==> src/design/pc_store.sv <==
// Canonical path store, split into an even and an odd byte bank so that a
// separator and a path byte can be written in the same cycle.
// Depends on nothing but its parameter.
module pc_store #(
    parameter int STORE_BYTES = 256
) (
    input  logic                               clk,
    input  logic                               wr_en0,
    input  logic [$clog2(STORE_BYTES+1)-1:0]   wr_pos0,
    input  logic [7:0]                         wr_data0,
    input  logic                               wr_en1,
    input  logic [$clog2(STORE_BYTES+1)-1:0]   wr_pos1,
    input  logic [7:0]                         wr_data1,
    input  logic                               rd_en,
    input  logic [$clog2(STORE_BYTES+1)-1:0]   rd_pos,
    input  logic                               rd_ok,
    output logic [7:0]                         read_byte
);

    localparam int BANK_DEPTH = (STORE_BYTES + 1) / 2;
    localparam int BA = $clog2(BANK_DEPTH);

    logic [7:0]    even_mem [BANK_DEPTH];
    logic [7:0]    odd_mem  [BANK_DEPTH];
    logic          even_we;
    logic [BA-1:0] even_wa;
    logic [7:0]    even_wd;
    logic          odd_we;
    logic [BA-1:0] odd_wa;
    logic [7:0]    odd_wd;
    logic [7:0]    even_q_reg;
    logic [7:0]    odd_q_reg;
    logic          sel_reg;
    logic          ok_reg;

    always_comb
    begin
        even_we = 1'b0;
        even_wa = wr_pos0[BA:1];
        even_wd = wr_data0;
        odd_we  = 1'b0;
        odd_wa  = wr_pos0[BA:1];
        odd_wd  = wr_data0;
        if (wr_en0)
        begin
            if (wr_pos0[0])
            begin
                odd_we = 1'b1;
            end
            else
            begin
                even_we = 1'b1;
            end
        end
        if (wr_en1)
        begin
            if (wr_pos1[0])
            begin
                odd_we = 1'b1;
                odd_wa = wr_pos1[BA:1];
                odd_wd = wr_data1;
            end
            else
            begin
                even_we = 1'b1;
                even_wa = wr_pos1[BA:1];
                even_wd = wr_data1;
            end
        end
    end

    always_ff @(posedge clk)
    begin
        if (even_we)
        begin
            even_mem[even_wa] <= even_wd;
        end
        if (odd_we)
        begin
            odd_mem[odd_wa] <= odd_wd;
        end
        if (rd_en)
        begin
            even_q_reg <= even_mem[rd_pos[BA:1]];
            odd_q_reg  <= odd_mem[rd_pos[BA:1]];
            sel_reg    <= rd_pos[0];
            ok_reg     <= rd_ok;
        end
    end

    assign read_byte = !ok_reg ? 8'd0 : (sel_reg ? odd_q_reg : even_q_reg);

endmodule

==> config.mk <==
export PLATFORM = sky130hd
export DESIGN_NAME = pc_store
export DESIGN_NICKNAME = d
export VERILOG_FILES = /design/src/design/pc_store.sv
export SDC_FILE = /design/constraint.sdc
export NUM_CORES = 2
export LEC_CHECK = 0
export BUFFER_PORTS_ARGS = -buffer_cell sky130_fd_sc_hd__buf_2
export CORE_MARGIN = 2
export CORE_UTILIZATION = 35
export CTS_CLUSTER_DIAMETER = 50
export DETAILED_ROUTE_END_ITERATION = 10
export PLACE_DENSITY_LB_ADDON = 0.1
export SYNTH_ARGS = -nofsm -noshare
export SYNTH_HDL_FRONTEND = slang
export SYNTH_SLANG_ARGS = --single-unit
==> constraint.sdc <==
create_clock -name clk -period 3.9 [get_ports clk]
set_input_delay 0.78 -clock clk [delete_from_list [all_inputs] [get_ports clk]]
set_output_delay 0.78 -clock clk [all_outputs]
set_load 0.005 [all_outputs]
==> results.md <==
* Fin cells at 7,077
* Hold Fails Final Rpt at 0
* CTS tree: done
* Initial Utilization at 35.21%
* Seq/Total Area, Yosys at 77.44%
* Die H at 482.4 um
* Total track usage at 18.08%
* Max Buffers Root-to-Sink at 3
* Clock power share at 44.9%
* Worst Hold End: ok_reg
* CTS Root Buffer Type: clkbuf_16
* Post-CTS Hold Fix Bufs at 0
* Reg2Reg Setup Slack at 1.29 ns
* RSZ-0062 raised after global routing: false
* Worst hold path startpoint: rd_ok
* Layout cells sized above 1 at 37.54%
* Fin area at 95,400 um^2
* Yosys reg bits at 2,066
* Clock Pin Slew Worst Setup and Hold Paths at 0.06 ns
* FF+latch area at 62,040 um^2
* Largest net degree at the start of global routing at 129
* Critical R2R Capture: even_q_reg[1]
* Min-Delay Path Class: primary input to register
* Worst Tran Pin Value at 0.8800 ns
* Detail Route Antenna Nets at 0
* CP max FO at 8
* Vias at 37,010
* First-pass GRT wire length at 296.6 mm
* Placed cell areas at 87,220 um^2
* Syn Nets at 3,406
* P per Cell Area at 528.5 nW/um^2
* Maximum vdd drop at 0.5168 mV
* Synth cell types at 29
* Max_slew headroom at 41.12%
* Syn Area/Cell at 23.86 um^2
* Fin. max-slew vios at 0
* Drc violations at 0
* WL/cell at 29.56 um
* Combinational share of power at 5.9%
* Placer Congestion at 0.7809
* Post-CTS resize count at 0
* Routed WL at 209.2 mm
* Post-placement cell count at 6,619
* IO Port Bufs at 52
* Multi-input gate area at 17,420 um^2
* Leakage at 0.02976 uW
* Dpl hpwl at 136.5 mm
* Number of H-tree levels at 4
* Crit path DAT at 2.46 ns
* Startpoint Class: register
* Count of final setup violators at 0
* Die area at 232,700 um^2
* Antenna violations before repair at 18
* Max-Cap Viols at 0
* Mapped Cells at 3,358
* Crit Path Class: register to output pin
* Final period utilization at 83.02%
* Hold depth at 1
* Post-CTS setup buffer count at 0
* Crit path required time at 3.12 ns
* Tot Pwr at 50,420 uW
* Psw at 11,330 uW
* Fill cells at 19,350
* Layout Nets at 3,897
* Sequential share of power at 49.2%
* Sw frac at 22.47%
* Crit path time final at 3.238 ns
* Top flop regs: even_mem (1024), odd_mem (1024)
* Clk_lat worst skew at 0.89 ns
* Vias/cell at 5.230
* FF-to-FF Start: even_mem[116][1]
* Vias in the first global route at 39,310
* Setup TNS at 0 ns
* 1st-iter DRT viols at 3,456
* P&R area growth vs syn at 19.08%
* Max Clock Skew at 0.04676 ns
* # IOs at 56
* Synthesized area at 80,110 um^2
* Cell Int Power at 39,090 uW
* Outcome: finished, final reports clean
* Std-Cell Rows at 175
* Hold WS at 0.1420 ns
* Max frequency at 308.9 MHz
* Crit end category: output pin
* YS warnings at 0
* FF-to-FF path depth at 4
* GR Overflow Total at 0
* CTS Buf Count at 237
* Pre-antenna DRT Iters at 6
* Die span in x at 482.4 um
* CTS sink count at 2,066
* Core region area at 227,500 um^2
[synthesized netlist by cell type]
library cell / instances / area share [%]
o31a_1: 1 / 0.011
nor2_1: 261 / 1.2
or3b_2: 1 / 0.011
and2_1: 1 / 0.0078
or4b_1: 2 / 0.025
mux2_2: 30 / 0.42
nor2b_1: 9 / 0.070
mux4_2: 672 / 19
nand4_1: 4 / 0.031
or4b_2: 1 / 0.012
buf_1: 27 / 0.13
inv_1: 2 / 0.0094
nor4bb_1: 2 / 0.025
a31o_2: 2 / 0.022
and3b_1: 1 / 0.011
nand2_1: 70 / 0.33
edfxtp_1: 2066 / 77
clkbuf_1: 98 / 0.46
buf_6: 1 / 0.014
a21boi_1: 1 / 0.0094
nand3_1: 9 / 0.056
o21ai_1: 1 / 0.0062
o31ai_1: 1 / 0.0094
a31oi_1: 3 / 0.023
nand2b_1: 9 / 0.070
mux2i_1: 24 / 0.30
or3_1: 4 / 0.031
buf_2: 53 / 0.33
nand4b_1: 2 / 0.022
[cell families after synthesis]
group	count (synthesis)	share of synthesized area, %
DFF	2066	77.44
AOI/OAI and AO/OA	9	0.08122
muxes	726	19.61
buffers and inverters	181	0.9402
and+or+nand+nor	376	1.924
[cell usage in the layout (no fill, tap or decap), types with 3 or more instances in the layout]
cell type / n
inv_8: 14
buf_4: 311
nor2b_1: 8
buf_2: 48
clkinv_16: 8
mux2i_1: 23
clkbuf_16: 237
a31oi_1: 3
clkbuf_1: 36
diode_2: 6
nand2_1: 62
inv_6: 20
buf_8: 3
clkinvlp_4: 16
nor2_1: 261
bufinv_16: 27
clkinv_4: 12
inv_16: 4
mux2_4: 8
clkinv_2: 34
clkinv_8: 6
nand3_1: 9
or3_1: 4
clkinv_1: 38
nand2_4: 8
buf_12: 68
edfxtp_1: 2066
nand4_1: 4
nand2b_1: 9
mux2_2: 22
mux4_2: 672
[worst max-delay path, cell delays in order (launching register included)]
cell and delay (ns):
edfxtp_1 0.79, mux2i_1 0.16, nor2b_1 0.42, buf_2 0.21
[per-stage QoR]
stage                     worst slack, ns  util, %
after floorplan                    0.4886        -
after global routing               0.5750    41.93
after detailed placement          0.04715    38.34
after global placement            0.08272    38.34
after CTS                          0.5620    41.93
final                              0.6623    41.93
[per-layer routing]
metal	vias up	global-route usage [%]	part of all wire [%]
met1	20260	24.07	42
met2	1051	30.50	50
met4	0	5.179	2.6
li1	15420	-	-
met5	-	0	0
met3	282	3.163	5.2
[cell type report]
class,count,share of cell area (%)
diodes,6,0.01574
inverters,2,0.007869
multi-input cells,1111,18.26
repair buffers,431,4.185
well taps,3009,3.946
flip-flops and latches,2066,65.03
clock buffers,273,6.358
clock inverters,179,2.201
[worst max path at each step]
stage / startpoint / end / slack (ns)
2_1_floorplan: rd_pos[1] / even_q_reg[0] / 0.49
3_3_place_gp: rd_pos[1] / even_q_reg[6] / 0.08
3_5_place_dp: rd_pos[1] / even_q_reg[1] / 0.05
4_1_cts: sel_reg / read_byte[0] / 0.56
5_1_grt: sel_reg / read_byte[6] / 0.58
6_report: sel_reg / read_byte[3] / 0.66
[power groups by stage]
stage	Sequential [uW]	Clock, uW	Combinational (uW)
after global placement	25300	0	2970
after floorplan	25300	0	1570
after CTS	24800	23200	3050
after detailed placement	25300	0	3050
final	24800	22600	2960
after global routing	24800	24000	3140
Power figures use the tool's default switching activity.
